===== config.mk =====
export PLATFORM = sky130hd
export DESIGN_NAME = sheared_ellipse_fill_spans_core
export DESIGN_NICKNAME = d
export VERILOG_FILES = /design/src/hw/rtl/sefs_pkg.sv /design/src/hw/rtl/sheared_ellipse_fill_spans_core.sv /design/src/hw/rtl/sefs_fifo.sv /design/src/hw/rtl/sefs_front.sv /design/src/hw/rtl/sefs_back.sv
export VERILOG_INCLUDE_DIRS = /design/src /design/src/hw/rtl
export SDC_FILE = /design/constraint.sdc
export NUM_CORES = 1
export LEC_CHECK = 0
export BUFFER_PORTS_ARGS = -buffer_cell sky130_fd_sc_hd__buf_2
export CORE_UTILIZATION = 30
export DETAILED_ROUTE_END_ITERATION = 12
export MAX_ROUTING_LAYER = met4
export PLACE_DENSITY = 0.42
export SETUP_SLACK_MARGIN = 0.1
export SLEW_MARGIN = 25
export SYNTH_ARGS = -nofsm -noshare
export SYNTH_HDL_FRONTEND = slang
export SYNTH_SLANG_ARGS = --single-unit

===== constraint.sdc =====
create_clock -name clk -period 17.6 [get_ports clk]
set_input_delay 5.28 -clock clk [delete_from_list [all_inputs] [get_ports clk]]
set_output_delay 5.28 -clock clk [all_outputs]
set_load 0.1 [all_outputs]

===== src/hw/rtl/sheared_ellipse_fill_spans_core_assert.svh =====
// Assertion macros for the sheared ellipse span rasterizer.
`ifndef SHEARED_ELLIPSE_FILL_SPANS_CORE_ASSERT_SVH
`define SHEARED_ELLIPSE_FILL_SPANS_CORE_ASSERT_SVH
`ifndef SYNTHESIS
`define SEFS_ASSERT_IMPL(label, clk, rst_n, ante, cons) \
	label: assert property (@(posedge clk) disable iff (!(rst_n)) (ante) |-> (cons)) \
		else $error("assertion failed");
`define SEFS_ASSERT_NEVER(label, clk, rst_n, cond) \
	label: assert property (@(posedge clk) disable iff (!(rst_n)) !(cond)) \
		else $error("assertion failed");
`else
`define SEFS_ASSERT_IMPL(label, clk, rst_n, ante, cons)
`define SEFS_ASSERT_NEVER(label, clk, rst_n, cond)
`endif
`endif


===== src/hw/rtl/sefs_pkg.sv =====
// Shared types and constants for the sheared ellipse span rasterizer.
`timescale 1ns / 1ps
`default_nettype none
package sefs_pkg;

	localparam int MAX_RADIUS_DEF = 31;
	localparam int HW_BITS = 7;

	localparam logic [10:0] CANVAS_LIMIT = 11'd1024;
	localparam logic [10:0] CANVAS_W_RST = 11'd128;
	localparam logic [10:0] CANVAS_H_RST = 11'd64;

	localparam logic REG_CANVAS_WIDTH  = 1'b0;
	localparam logic REG_CANVAS_HEIGHT = 1'b1;

	typedef struct packed {
		logic               degen;
		logic signed [11:0] cx;
		logic signed [11:0] cy;
		logic [4:0]         ry;
		logic [9:0]         ry2;
		logic [13:0]        rx2;
		logic signed [8:0]  sh;
		logic               val;
	} cmd_t;

	typedef struct packed {
		logic [9:0] row;
		logic [9:0] lo;
		logic [9:0] hi;
		logic       valid;
		logic       value;
		logic       last;
	} span_t;

	typedef struct packed {
		logic [10:0] width;
		logic [10:0] height;
	} canvas_t;

endpackage
`default_nettype wire


===== src/hw/rtl/sheared_ellipse_fill_spans_core.sv =====
// Top level of the sheared ellipse span rasterizer.
// The back end takes the next command only from idle, once the last span of the one before is pushed.
// Row rate is set by the 7-step half-width search, one bit per cycle in the back end.
// Reset clears both queues and the row walker and loads canvas 128 x 64.
`timescale 1ns / 1ps
`default_nettype none
`include "sheared_ellipse_fill_spans_core_assert.svh"
module sheared_ellipse_fill_spans_core #(
	parameter int MAX_RADIUS = sefs_pkg::MAX_RADIUS_DEF
) (
	input  wire logic               clk,
	input  wire logic               arst_n,
	input  wire logic               cfg_we,
	input  wire logic               cfg_index,
	input  wire logic [10:0]        cfg_data,
	input  wire logic               push,
	output logic                    full,
	input  wire logic signed [11:0] center_x,
	input  wire logic signed [11:0] center_y,
	input  wire logic signed [7:0]  radius_x,
	input  wire logic signed [5:0]  radius_y,
	input  wire logic signed [8:0]  shear_q8,
	input  wire logic               pixel_value,
	input  wire logic               pop,
	output logic                    empty,
	output logic [9:0]              row_y,
	output logic [9:0]              span_start,
	output logic [9:0]              span_end,
	output logic                    span_valid,
	output logic                    span_value,
	output logic                    last_span
);

	localparam int CMD_W  = $bits(sefs_pkg::cmd_t);
	localparam int SPAN_W = $bits(sefs_pkg::span_t);

	logic [10:0]       width_q;
	logic [10:0]       height_q;
	sefs_pkg::canvas_t canvas;
	sefs_pkg::cmd_t    cmd_front;
	sefs_pkg::cmd_t    cmd_head;
	logic [CMD_W-1:0]  cmd_head_vec;
	logic              cmd_empty;
	logic              cmd_pop;
	sefs_pkg::span_t   span_back;
	sefs_pkg::span_t   span_head;
	logic [SPAN_W-1:0] span_head_vec;
	logic              span_push;
	logic              span_full;
	logic              span_on_canvas;
	logic              span_clear;

	always_ff @(posedge clk or negedge arst_n) begin
		if (!arst_n) begin
			width_q  <= sefs_pkg::CANVAS_W_RST;
			height_q <= sefs_pkg::CANVAS_H_RST;
		end else if (cfg_we) begin
			unique case (cfg_index)
				sefs_pkg::REG_CANVAS_WIDTH:  width_q  <= cfg_data;
				sefs_pkg::REG_CANVAS_HEIGHT: height_q <= cfg_data;
				default: ;
			endcase
		end
	end

	always_comb begin
		canvas.width  = (width_q > sefs_pkg::CANVAS_LIMIT) ? sefs_pkg::CANVAS_LIMIT : width_q;
		canvas.height = (height_q > sefs_pkg::CANVAS_LIMIT) ? sefs_pkg::CANVAS_LIMIT : height_q;
	end

	sefs_front #(
		.MAX_RADIUS(MAX_RADIUS)
	) u_front (
		.center_x(center_x),
		.center_y(center_y),
		.radius_x(radius_x),
		.radius_y(radius_y),
		.shear_q8(shear_q8),
		.pixel_value(pixel_value),
		.cmd(cmd_front)
	);

	sefs_fifo #(
		.WIDTH(CMD_W)
	) u_cmd_q (
		.clk(clk),
		.arst_n(arst_n),
		.wr_en(push),
		.wr_data(cmd_front),
		.full(full),
		.rd_en(cmd_pop),
		.rd_data(cmd_head_vec),
		.empty(cmd_empty)
	);

	assign cmd_head = sefs_pkg::cmd_t'(cmd_head_vec);

	sefs_back u_back (
		.clk(clk),
		.arst_n(arst_n),
		.cmd_avail(!cmd_empty),
		.cmd(cmd_head),
		.cmd_pop(cmd_pop),
		.canvas(canvas),
		.span_full(span_full),
		.span_push(span_push),
		.span(span_back)
	);

	sefs_fifo #(
		.WIDTH(SPAN_W)
	) u_span_q (
		.clk(clk),
		.arst_n(arst_n),
		.wr_en(span_push),
		.wr_data(span_back),
		.full(span_full),
		.rd_en(pop),
		.rd_data(span_head_vec),
		.empty(empty)
	);

	assign span_head  = sefs_pkg::span_t'(span_head_vec);
	assign row_y      = span_head.row;
	assign span_start = span_head.lo;
	assign span_end   = span_head.hi;
	assign span_valid = span_head.valid;
	assign span_value = span_head.value;
	assign last_span  = span_head.last;

	assign span_on_canvas = (11'(span_end) < canvas.width) && (11'(row_y) < canvas.height);
	assign span_clear     = (row_y == 10'd0) && (span_start == 10'd0) && (span_end == 10'd0)
		&& !span_value;

	`SEFS_ASSERT_IMPL(a_span_order, clk, arst_n, !empty && span_valid, span_start <= span_end)
	`SEFS_ASSERT_IMPL(a_span_on_canvas, clk, arst_n, !empty && span_valid, span_on_canvas)
	`SEFS_ASSERT_IMPL(a_hidden_span_clear, clk, arst_n, !empty && !span_valid, span_clear)

endmodule
`default_nettype wire


===== src/hw/rtl/sefs_fifo.sv =====
// Two-entry queue used between front, back and result port.
`timescale 1ns / 1ps
`default_nettype none
module sefs_fifo #(
	parameter int WIDTH = 8
) (
	input  wire logic             clk,
	input  wire logic             arst_n,
	input  wire logic             wr_en,
	input  wire logic [WIDTH-1:0] wr_data,
	output logic                  full,
	input  wire logic             rd_en,
	output logic [WIDTH-1:0]      rd_data,
	output logic                  empty
);

	logic [WIDTH-1:0] mem_q [2];
	logic             wr_ptr_q;
	logic             rd_ptr_q;
	logic [1:0]       count_q;
	logic             do_wr;
	logic             do_rd;

	assign full    = (count_q == 2'd2);
	assign empty   = (count_q == 2'd0);
	assign do_wr   = wr_en && !full;
	assign do_rd   = rd_en && !empty;
	assign rd_data = mem_q[rd_ptr_q];

	always_ff @(posedge clk) begin
		if (do_wr) begin
			mem_q[wr_ptr_q] <= wr_data;
		end
	end

	always_ff @(posedge clk or negedge arst_n) begin
		if (!arst_n) begin
			wr_ptr_q <= 1'b0;
			rd_ptr_q <= 1'b0;
			count_q  <= 2'd0;
		end else begin
			if (do_wr) begin
				wr_ptr_q <= !wr_ptr_q;
			end
			if (do_rd) begin
				rd_ptr_q <= !rd_ptr_q;
			end
			if (do_wr && !do_rd) begin
				count_q <= count_q + 2'd1;
			end else if (do_rd && !do_wr) begin
				count_q <= count_q - 2'd1;
			end
		end
	end

endmodule
`default_nettype wire


===== src/hw/rtl/sefs_front.sv =====
// Front end: classifies a fill command and squares its radii.
`timescale 1ns / 1ps
`default_nettype none
module sefs_front #(
	parameter int MAX_RADIUS = sefs_pkg::MAX_RADIUS_DEF
) (
	input  wire logic signed [11:0] center_x,
	input  wire logic signed [11:0] center_y,
	input  wire logic signed [7:0]  radius_x,
	input  wire logic signed [5:0]  radius_y,
	input  wire logic signed [8:0]  shear_q8,
	input  wire logic               pixel_value,
	output sefs_pkg::cmd_t          cmd
);

	localparam logic [4:0] RY_MAX = 5'(MAX_RADIUS);

	logic       rx_pos;
	logic       ry_pos;
	logic [4:0] ry_sat;
	logic [6:0] rx_mag;

	always_comb begin
		rx_pos = !radius_x[7] && (radius_x != 8'sd0);
		ry_pos = !radius_y[5] && (radius_y != 6'sd0);
		rx_mag = radius_x[6:0];
		ry_sat = (radius_y[4:0] > RY_MAX) ? RY_MAX : radius_y[4:0];

		cmd.degen = !(rx_pos && ry_pos);
		cmd.cx    = center_x;
		cmd.cy    = center_y;
		cmd.ry    = ry_sat;
		cmd.ry2   = 10'(ry_sat) * 10'(ry_sat);
		cmd.rx2   = 14'(rx_mag) * 14'(rx_mag);
		cmd.sh    = shear_q8;
		cmd.val   = pixel_value;
	end

endmodule
`default_nettype wire


===== src/hw/rtl/sefs_back.sv =====
// Back end: walks the rows, searches each half-width bit by bit, shifts and clips.
`timescale 1ns / 1ps
`default_nettype none
module sefs_back (
	input  wire logic              clk,
	input  wire logic              arst_n,
	input  wire logic              cmd_avail,
	input  wire sefs_pkg::cmd_t    cmd,
	output logic                   cmd_pop,
	input  wire sefs_pkg::canvas_t canvas,
	input  wire logic              span_full,
	output logic                   span_push,
	output sefs_pkg::span_t        span
);

	typedef enum logic [2:0] {
		ST_IDLE,
		ST_SETUP,
		ST_SEARCH,
		ST_SHIFT,
		ST_EMIT,
		ST_DEGEN
	} state_t;

	state_t                       state_q;
	sefs_pkg::cmd_t               cmd_q;
	logic signed [5:0]            y_q;
	logic [9:0]                   yy_q;
	logic [23:0]                  rhs_q;
	logic signed [14:0]           ysh_q;
	logic [sefs_pkg::HW_BITS-1:0] hw_q;
	logic [23:0]                  p_q;
	logic [16:0]                  q_q;
	logic [2:0]                   k_q;
	logic signed [13:0]           lo_q;
	logic signed [13:0]           hi_q;
	logic signed [12:0]           py_q;

	logic [25:0]        t_sum;
	logic               hit;
	logic signed [16:0] num;
	logic signed [16:0] xs_full;
	logic signed [7:0]  xs;
	logic signed [13:0] hw_s;
	logic signed [13:0] lo_raw;
	logic signed [13:0] hi_raw;
	logic signed [12:0] py_raw;
	logic signed [13:0] lo_c;
	logic signed [13:0] hi_c;
	logic signed [13:0] wm1;
	logic               ok;
	logic               last_row;

	// candidate square times ry2, built from the accepted bits by shifts and adds
	always_comb begin
		t_sum = 26'(p_q) + (26'(q_q) << (k_q + 3'd1)) + (26'(cmd_q.ry2) << {k_q, 1'b0});
		hit   = (t_sum <= 26'(rhs_q));
	end

	// shift offset by a half toward the sign of y, then truncated toward zero
	always_comb begin
		num     = -(17'(ysh_q) <<< 1) + (y_q[5] ? -17'sd256 : 17'sd256);
		xs_full = num[16] ? ((num + 17'sd511) >>> 9) : (num >>> 9);
		xs      = xs_full[7:0];
		hw_s    = $signed({7'b0, hw_q});
		lo_raw  = 14'(cmd_q.cx) + 14'(xs) - hw_s;
		hi_raw  = 14'(cmd_q.cx) + 14'(xs) + hw_s;
		py_raw  = 13'(cmd_q.cy) + 13'(y_q);
	end

	always_comb begin
		wm1      = $signed({3'b000, canvas.width}) - 14'sd1;
		lo_c     = lo_q[13] ? 14'sd0 : lo_q;
		hi_c     = (hi_q > wm1) ? wm1 : hi_q;
		ok       = !py_q[12] && (py_q < $signed({2'b00, canvas.height}))
			&& (canvas.width != 11'd0) && (lo_c <= hi_c);
		last_row = (y_q == $signed({1'b0, cmd_q.ry}));

		cmd_pop   = (state_q == ST_IDLE) && cmd_avail;
		span_push = ((state_q == ST_EMIT) || (state_q == ST_DEGEN)) && !span_full;

		span = '0;
		if (state_q == ST_DEGEN) begin
			span.last = 1'b1;
		end else begin
			span.last = last_row;
			if (ok) begin
				span.row   = py_q[9:0];
				span.lo    = lo_c[9:0];
				span.hi    = hi_c[9:0];
				span.valid = 1'b1;
				span.value = cmd_q.val;
			end
		end
	end

	always_ff @(posedge clk or negedge arst_n) begin
		if (!arst_n) begin
			state_q <= ST_IDLE;
		end else begin
			unique case (state_q)
				ST_IDLE: begin
					if (cmd_avail) begin
						cmd_q <= cmd;
						y_q   <= -$signed({1'b0, cmd.ry});
						yy_q  <= cmd.ry2;
						state_q <= cmd.degen ? ST_DEGEN : ST_SETUP;
					end
				end
				ST_SETUP: begin
					rhs_q   <= 24'(cmd_q.rx2) * 24'(cmd_q.ry2 - yy_q);
					ysh_q   <= 15'(y_q) * 15'(cmd_q.sh);
					hw_q    <= '0;
					p_q     <= '0;
					q_q     <= '0;
					k_q     <= 3'(sefs_pkg::HW_BITS - 1);
					state_q <= ST_SEARCH;
				end
				ST_SEARCH: begin
					if (hit) begin
						hw_q[k_q] <= 1'b1;
						p_q       <= t_sum[23:0];
						q_q       <= q_q + (17'(cmd_q.ry2) << k_q);
					end
					if (k_q == 3'd0) begin
						state_q <= ST_SHIFT;
					end else begin
						k_q <= k_q - 3'd1;
					end
				end
				ST_SHIFT: begin
					lo_q    <= lo_raw;
					hi_q    <= hi_raw;
					py_q    <= py_raw;
					state_q <= ST_EMIT;
				end
				ST_EMIT: begin
					if (!span_full) begin
						if (last_row) begin
							state_q <= ST_IDLE;
						end else begin
							y_q     <= y_q + 6'sd1;
							yy_q    <= 10'({2'b00, yy_q} + {{5{y_q[5]}}, y_q, 1'b1});
							state_q <= ST_SETUP;
						end
					end
				end
				ST_DEGEN: begin
					if (!span_full) begin
						state_q <= ST_IDLE;
					end
				end
				default: begin
					state_q <= ST_IDLE;
				end
			endcase
		end
	end

endmodule
`default_nettype wire

==> metrics.txt, run 1 <==
status completed; detailed placement HPWL a little over 60000 um; share of the yosys chip area belonging to registers 37.98%; most frequent cell after synthesis edfxtp_1; fin util roughly a third; Initial Utilization 30.45%; top post-synthesis cells by area edfxtp_1 35%, fa_1 14%, ha_1 11%, inv_1 4.3%, mux2_2 4.2%; Placed Cells 4621; Yosys cell types slightly above 80; initial antenna violation count 1; worst hold slack 504.0 ps; Synth top area share 35.50%; FP Rows about 120; clk buf depth 3; post-synthesis compound-gate area fraction ~8.6%; CP startpoint kind flop; Port Buffer Count slightly below 100; Nets between 3000 and 4000; final hold vios 0; slowest CP cell ha_1; Mapped Area between 0.03 and 0.04 mm2; largest family of logic cells by synthesized area adder cells; number of remaining DRC errors 0; Max-Cap Viols 0; Setup Skew roughly 24 ps; gr usage total ~15%; worst-path fanout max 48; DRT Pass-1 Iters 5; Synth area leader edfxtp_1; crit-path cells clkinv_1 > ha_1 > mux2_2 > o21ai_0 > mux2i_1 > fa_1 > ha_1 > or4_1 > nor4_1 > o21ai_1 > o311a_1 > o21ai_1 > mux2i_1 > nand2_1 > ha_1 > nand4_1 > nor2_1 > o21ai_0 > o21ai_0 > a2111oi_2 > o21a_1 > o21ai_1 > a221oi_4 > buf_4; aggregate global routing overflow 0; critical path's largest stage delay between 1000 and 1500 ps; clock sinks approximately 430; Worst-Skew Late Latency about 630 ps; initial detailed-routing violation count about 970; RSZ-0062 raised after global routing false; xor/xnor share of the synthesized area a little under 5%; Post-CTS Hold Buffers 0; #FFs+latches synth roughly 430; TritonCTS clock tree yes; Synth Flop Type edfxtp_1; core area about 0.11 mm2; HP Class flop to flop; CP required approximately 18000 ps; htree depth 2; Setup TNS Final 0 ps; first-pass GRT wire length ~130000 um; number of diodes 0; Syn. warnings 0; syn avg cell area between 10 and 15 um2; setup violators final 0; vias in the first global route between 20000 and 25000; Post-CTS Setup Repair Bufs 0; die area approximately 0.11 mm2; Top Ports 100; total CTS buffers 53; post-synthesis mux area share 5.181%; FMAX 0.1135 GHz; synthesis-to-layout area growth 12.26%; Die Y around 340 um; final worst path period need slightly below 9000 ps; Post-synth ARST share about 7.7%; via count about 22000; top cells by count, synth 394 x edfxtp_1, 383 x inv_1, 285 x ha_1; Routed Antenna Nets 0; die width approximately 340 um; clock slew seen by the registers of the worst setup and hold paths approximately 60 ps; worst setup path class flop to flop; max-slew violations 0; Wirelength per Cell around 17 um; Root Buffer Master clkbuf_16; largest net degree at the start of global routing 62; number of synthesized flops with an enable pin slightly below 400; adder-cell share of the synthesized area roughly a quarter; CP endpoint kind flop; RePlAce Congestion 0.8436; Syn Inst Count 3100; Worst Max-Slew Pin Slew around 1000 ps; crit share post-route 50.06%; Vias per Instance 4.653; non-filler cells, final approximately 4700; share of cells above drive strength 1 between 10% and 20%; slew margin rel. ~32%; WL final just over 80000 um; post-CTS sizing 0; CP Data Arrival Time just over 9000 ps; Post-Synth Simple-Gate Area between 10% and 20%
metrics by stage:
step	worst slack, ps	area, um2
2_1_floorplan	8423	33380
3_3_place_gp	8150	35620
3_5_place_dp	8158	35630
4_1_cts	8788	37390
5_1_grt	8024	37420
6_report	8790	37420
area by class of cell:
cell class / count / area, um2
sequential: 427 / 12660
clock inverter: 30 / 300.3
multi-input combinational: 2200 / 18940
timing repair buffer: 131 / 748.2
inverter: 388 / 1456
tap: 1476 / 1847
fill: 11040 / 72040
clock buffer: 69 / 1459
path summary, 6_finish.rpt:
kind / startpoint / end / slack [ps] / cells after the start
max: u_back.k_q[0]$_SDFFCE_PN0P_ / u_back.p_q[3]$_SDFFCE_PN0P_ / 8790 / 24
min: u_cmd_q.count_q[1]$_DFFE_PN0P_ / u_cmd_q.count_q[1]$_DFFE_PN0P_ / 500 / 1
max reg2reg: u_back.k_q[0]$_SDFFCE_PN0P_ / u_back.p_q[3]$_SDFFCE_PN0P_ / 8790 / 24
min reg2reg: u_cmd_q.count_q[1]$_DFFE_PN0P_ / u_cmd_q.count_q[1]$_DFFE_PN0P_ / 500 / 1
max in group asynchronous: arst_n / u_cmd_q.rd_ptr_q$_DFFE_PN0P_ / 12460 / 2
min in group asynchronous: arst_n / width_q[6]$_DFFE_PN0P_ / 4720 / 2
state kept, by name (all words and copies together), names as in the netlist, 2 cells and up:
| signal | flops |
|---|---|
| u_back.hi_q | 14 |
| height_q | 11 |
| u_back.k_q | 3 |
| u_back.cmd_q | 60 |
| u_cmd_q.mem_q | 122 |
| u_span_q.mem_q | 66 |
| u_span_q.count_q | 2 |
| u_cmd_q.count_q | 2 |
| u_back.q_q | 17 |
| u_back.p_q | 24 |
| u_back.yy_q | 10 |
| u_back.rhs_q | 24 |
| width_q | 11 |
| u_back.hw_q | 7 |
| u_back.py_q | 13 |
| u_back.lo_q | 13 |
| u_back.state_q | 3 |
| u_back.y_q | 6 |
| u_back.ysh_q | 15 |
metal layers:
layer	routed length [um]	vias up	track usage [%]
li1	-	10810	-
met1	40480	10760	20.66
met2	36130	328	22.81
met3	2441	79	1.709
met4	1364	0	3.235
met5	0	-	-
cell usage in the layout (no fill, tap or decap), types with 11 or more instances in the layout:
cell type,n
a211oi_1,12
a21boi_0,12
a21o_1,45
a21oi_1,145
a31oi_1,19
and2_1,140
and3_1,17
buf_2,99
buf_4,31
clkbuf_1,11
clkbuf_16,55
clkinv_2,12
conb_1,16
dfrtp_1,30
edfxtp_1,394
fa_1,238
ha_1,285
inv_1,383
mux2_2,124
mux2i_1,33
nand2_1,226
nand2b_1,34
nand3_1,45
nand4_1,18
nor2_1,201
nor2b_1,52
nor3_1,54
o21a_1,24
o21ai_0,96
o21ai_1,15
o21bai_1,15
xnor2_1,119
xor2_1,66
critical path: cells and delay by family, from the launching register on:
family,cells,cell delay (ps)
fa+ha+maj,4,2350
flops,1,350
simple gates,5,1300
compound gates,10,2240
buf+inv,2,1300
mux,3,860
logic make-up after synthesis:
family	count (synthesis)
xor gates and xnor gates	185
DFF	427
AOI/OAI and AO/OA	462
other	2
and+or+nand+nor	857
buffers and inverters	487
adders and majority gates	523
muxes	157
Power of run 1 is left out: the tool's default activity adds up to more than one toggle a clock period on the data nets, which glitch-free logic cannot reach.
==> run 2: changes to the inputs <==
- PLACE_DENSITY: 0.42 -> 0.44
- clock period: 17.6 -> 7.6 ns (I/O delays scaled with it)
==> metrics.txt, run 2 (same netlist as run 1, synthesis figures left out) <==
status completed; CP Data Arrival Time 7590 ps (-1460 ps); slew margin rel. 34.08% (+2.0 points); FMAX 0.1380 GHz (+22%); largest net degree at the start of global routing 62 (unchanged); top flop regs u_cmd_q.mem_q: 122 flops, u_span_q.mem_q: 66 flops, u_back.cmd_q: 60 flops; most frequent CP cell fa_1; initial detailed-routing violation count 993 (+2.5%); htree depth 2 (unchanged); commonest non-fill, non-tap cells in the layout 394 x edfxtp_1, 380 x inv_1, 275 x ha_1; CP bufs+invs 6 (+4); clock slew seen by the registers of the worst setup and hold paths 60 ps (about the same); RSZ-0062 raised after global routing true; critical path's largest stage delay 550 ps (-740 ps); via count 21880 (-0.41%); R2R depth 29 (+21%); Port Buffer Count 99 (unchanged); initial antenna violation count 7 (+6); slowest CP cell fa_1; flop-to-flop setup slack 350 ps (-8440 ps); setup violators final 0 (unchanged); CP endpoint kind flop; CP required 7940 ps (-9900 ps); worst setup path class flop to flop; worst-path fanout max 8 (-83%); crit share post-route 95.38% (+45 points); FP Rows 121 (unchanged); Wirelength per Cell 17.18 um (+0.85%); hold path start u_span_q.rd_ptr_q$_DFFE_PN0P_; WL final 81680 um (+1.6%); number of remaining DRC errors 0 (unchanged); core area 0.1095 mm2 (unchanged); detailed placement HPWL 61820 um (-0.46%); final hold vios 0 (unchanged); total CTS buffers 52 (-1.9%); Vias per Instance 4.601 (-1.1%); Worst-Skew Late Latency 630 ps (about the same); Post-CTS Hold Buffers 0 (unchanged); worst hold slack 468.5 ps (-35.49 ps); Die Y 335.3 um (unchanged); Routed Antenna Nets 0 (unchanged); HP Class flop to flop; reg-to-reg endpoint u_back.rhs_q[20]$_DFFE_PP_; final worst path period need 7249 ps (-1562 ps); Largest Register u_cmd_q.mem_q; Worst Max-Slew Pin Slew 988.7 ps (-29.75 ps); max reg flops 122 (unchanged); Top Ports 100 (unchanged); Setup Skew 41.93 ps (+18.13 ps); hold path depth 1 (unchanged); synthesis-to-layout area growth 13.63%; Root Buffer Master clkbuf_16; clock sinks 427 (unchanged); aggregate global routing overflow 0 (unchanged); vias in the first global route 22260 (-1.9%); die area 0.1124 mm2 (unchanged); CP startpoint kind flop; RePlAce Congestion 0.8393 (-0.51%); worst hold endpoint u_span_q.rd_ptr_q$_DFFE_PN0P_; Initial Utilization 30.45% (unchanged); max-slew violations 0 (unchanged); die width 335.3 um (unchanged); most common cell after layout, fill and taps aside edfxtp_1; first-pass GRT wire length 129000 um (+0.78%); Nets 3819 (+0.79%); TritonCTS clock tree yes; share of cells above drive strength 1 13.41% (+1.9 points); Max-Cap Viols 0 (unchanged); clk buf depth 3 (unchanged); DRT Pass-1 Iters 5 (unchanged); launch point of the worst reg-to-reg path u_back.yy_q[2]$_DFFE_PP_; cell family with most CP delay adder cells; gr usage total 15.05% (+0.31 points)
==> run 2: cell count changes in the layout (fill, tap and decap cells not counted), sizes merged <==
cell,change
buf,+31
diode,+6
bufinv,+2
inv,-2
clkbuf,-1
clkinv,-1
clkinvlp,-1
==> run 2: worst max-delay path by stage <==
stage,startpoint,end,cells after the start
after floorplan,u_back.cmd_q[24]$_DFFE_PP_,u_back.rhs_q[23]$_DFFE_PP_,31
after CTS,u_back.cmd_q[26]$_DFFE_PP_,u_back.rhs_q[23]$_DFFE_PP_,30
after global placement,u_back.cmd_q[26]$_DFFE_PP_,u_back.rhs_q[23]$_DFFE_PP_,26
final,u_back.yy_q[2]$_DFFE_PP_,u_back.rhs_q[20]$_DFFE_PP_,29
after detailed placement,u_back.cmd_q[26]$_DFFE_PP_,u_back.rhs_q[23]$_DFFE_PP_,26
after global routing,u_back.cmd_q[24]$_DFFE_PP_,u_back.rhs_q[23]$_DFFE_PP_,28
==> run 2: layout make-up <==
class                      count  area [um2]
fill                       11020       71590
multi-input combinational   2200       19170
sequential                   427       12660
timing repair buffer         162        1005
tap                         1476        1847
clock buffer                  68        1401
inverter                     388        1461
antenna                        6       15.01
clock inverter                28       311.5
==> run 2: worst reg2reg max path, delay by kind of cell (launching register included) <==
family	cells	cell delay (ps)
adder cells (fa/ha/maj)	8	3470
AO/OA/AOI/OAI	9	1930
AND/OR/NAND/NOR	4	580
buffers and inverters	6	440
flip-flops	1	400
XOR/XNOR	2	150
==> run 2: what timing repair did <==
action,CTS,global route
buffers inserted,3,8
resized for setup,3,45
hold endpoints to repair,0,0
pin swaps,2,21
setup endpoints to repair,2,55
==> run 2: through the flow <==
stage,setup TNS (ps),cell area (um2),cells,setup slack [ps],util (%)
6_report,0,37870,4755,351.3,34.60
5_1_grt,0,37870,4755,83.18,34.60
4_1_cts,0,37590,4741,109.7,34.34
3_5_place_dp,-29.68,35830,4642,-29.68,32.73
3_3_place_gp,0,35830,4642,21.00,32.73
2_1_floorplan,0,33420,3114,152.2,-
==> run 2: metal layers <==
| layer | global-route usage (%) | wire [um] |
|---|---|---|
| met1 | 20.98 | 41010 |
| met2 | 23.39 | 36780 |
| met5 | - | 0 |
| met4 | 2.963 | 1347 |
| met3 | 1.981 | 2543 |
Power of run 2 is left out for the same reason.
==> run 3: changes to the inputs <==
- ABC_AREA: not set -> 1
- PLACE_DENSITY: 0.44 -> 0.42
- clock period: 7.6 -> 9.25 ns (I/O delays scaled with it)
==> metrics.txt, run 3 <==
clock sinks 427 (unchanged); aggregate global routing overflow 0 (unchanged); Setup Skew 35.54 ps (-6.382 ps); Routed Antenna Nets 0 (unchanged); htree depth 2 (unchanged); Post-Synth Simple-Gate Area 18.18% (+5.4 points); commonest non-fill, non-tap cells in the layout 927 x nand2_1, 683 x inv_1, 394 x edfxtp_1; clk buf depth 3 (unchanged); clock slew seen by the registers of the worst setup and hold paths 60 ps (about the same); flop-to-flop setup slack 1160 ps (+800 ps); Root Buffer Master clkbuf_16; max-slew violations 0 (unchanged); R2R depth 29 (unchanged); top post-synthesis cells by area edfxtp_1 34%, fa_1 14%, ha_1 10%, nand2_1 10%, inv_1 7.5%; Nets 4550 (+19%); DRT Pass-1 Iters 5 (unchanged); Post-CTS Hold Buffers 0 (unchanged); share of cells above drive strength 1 7.844% (-5.6 points); CP startpoint kind flop; post-CTS sizing 0 (-3); detailed placement HPWL 69390 um (+12%); xor/xnor share of the synthesized area 4.051% (-0.81 points); setup violators final 0 (unchanged); Port Buffer Count 99 (unchanged); Post-synth ARST share 7.728% (unchanged); share of the yosys chip area belonging to registers 36.86% (-1.1 points); Worst-Skew Late Latency 640 ps (about the same); Initial Utilization 30.41% (-0.042 points); RePlAce Congestion 0.8631 (+2.8%); Synth area leader edfxtp_1; WL final 87750 um (+7.4%); gr usage total 15.69% (+0.64 points); Post-CTS Setup Repair Bufs 0 (-3); worst setup path class flop to flop; crit share post-route 87.51% (-7.9 points); status completed; Max-Cap Viols 0 (unchanged); DR WL met2 40200 um (+9.3%); via count 24680 (+13%); #FFs+latches synth 427 (unchanged); final worst path period need 8095 ps (+845.9 ps); non-filler cells, final 5508 (+16%); CP endpoint kind flop; Worst Max-Slew Pin Slew 952.6 ps (-36.12 ps); Vias per Instance 4.480 (-2.6%); Mapped Area 0.03435 mm2 (+3.1%); CP Data Arrival Time 8480 ps (+890 ps); HP Class flop to flop; adder-cell share of the synthesized area 24.25% (-0.74 points); FMAX 0.1235 GHz (-10%); top flop regs u_cmd_q.mem_q: 122 flops, u_span_q.mem_q: 66 flops, u_back.cmd_q: 60 flops; slowest CP cell fa_1; initial antenna violation count 7 (unchanged); syn avg cell area 8.905 um2 (-17%); Syn. warnings 0 (unchanged); fin worst setup slack 1155 ps (+804.1 ps); CP required 9630 ps (+1690 ps); first-pass GRT wire length 138800 um (+7.6%); RSZ-0062 raised after global routing false; most frequent cell after synthesis nand2_1; critical path's largest stage delay 760 ps (+210 ps); most common cell after layout, fill and taps aside nand2_1; largest family of logic cells by synthesized area adder cells; Die Y 340.4 um (+1.5%); Largest Register u_cmd_q.mem_q; Synth Flop Type edfxtp_1; Place WS 1130 ps (+1160 ps); post-synthesis mux area share 0.2368% (-4.9 points); number of remaining DRC errors 0 (unchanged); Top Ports 100 (unchanged); final hold vios 0 (unchanged); TritonCTS clock tree yes; metal1 wirelength 43400 um (+5.8%); Wirelength per Cell 15.93 um (-7.2%); Yosys cell types 64 (-22%); Synth top area share 34.45% (-1.1 points); post-synthesis compound-gate area fraction 7.603% (-1.0 points); synthesis-to-layout area growth 11.73%; largest net degree at the start of global routing 63 (+1.6%); total CTS buffers 52 (unchanged); initial detailed-routing violation count 1228 (+24%); top cells by count, synth 927 x nand2_1, 684 x inv_1, 394 x edfxtp_1; vias in the first global route 24600 (+11%); core area 0.1130 mm2 (+3.2%); uppermost layer routed met4; Placed Cells 5407 (+16%); number of synthesized flops with an enable pin 394 (unchanged); slew margin rel. 36.49% (+2.4 points); Syn Inst Count 3857 (+24%); FP Rows 123 (+1.7%); die area 0.1158 mm2 (+3.0%); worst-path fanout max 13 (+5); Setup TNS Final 0 ps (unchanged); WL met3 2639 um (+3.8%); die width 340.4 um (+1.5%); max reg flops 122 (unchanged); hold path depth 2 (+1)
==> run 3: final timing paths <==
path,from,endpoint
worst max-delay path,u_back.cmd_q[24]$_DFFE_PP_,u_back.rhs_q[23]$_DFFE_PP_
worst min-delay path,u_cmd_q.mem_q[0][5]$_DFFE_PP_,u_back.cmd_q[5]$_DFFE_PP_
worst max register to register,u_back.cmd_q[24]$_DFFE_PP_,u_back.rhs_q[23]$_DFFE_PP_
worst min register to register,u_cmd_q.mem_q[0][5]$_DFFE_PP_,u_back.cmd_q[5]$_DFFE_PP_
max in group asynchronous,arst_n,u_back.state_q[1]$_DFFE_PN0P_
min in group asynchronous,arst_n,width_q[3]$_DFFE_PN0P_
==> run 3: worst max-delay path, delay by kind of cell, from the launching register on <==
kind / cells / cell delay, ps
AO/OA/AOI/OAI: 2 / 370
adder cells (fa/ha/maj): 9 / 4170
buffers and inverters: 6 / 660
flip-flops: 1 / 370
AND/OR/NAND/NOR: 12 / 2300
==> run 3: kinds of logic after synthesis <==
group,Yosys count
buf+inv,788
fa+ha+maj,523
other cells,2
xor+xnor,155
simple gates,1486
mux,8
flops,427
compound gates,468
==> run 3: area by class of cell <==
class | count | area, um2
Sequential cell | 427 | 12660
Multi-Input combinational cell | 2656 | 18790
Tap cell | 1500 | 1877
Inverter | 701 | 2633
Timing Repair Buffer | 124 | 708.2
Clock inverter | 31 | 342.8
Antenna cell | 5 | 12.51
Fill cell | 11900 | 74590
Clock buffer | 64 | 1356
==> run 3: layer usage <==
layer | GRT usage, % | up-vias
met2 | 24.45 | 264
met5 | - | -
met4 | 3.148 | 0
li1 | - | 12590
met1 | 21.80 | 11740
met3 | 2.039 | 80
==> run 3: per-stage QoR <==
stage | cell area [um2] | hold slack [ps] | util (%)
finish | 38380 | 502.7 | 33.97
global route | 38380 | 525.5 | 33.97
CTS | 38340 | 501.9 | 33.94
detailed placement | 36640 | 495.1 | 32.44
global placement | 36640 | 493.2 | 32.44
floorplan | 34400 | 474.6 | -
Power of run 3 is left out for the same reason.
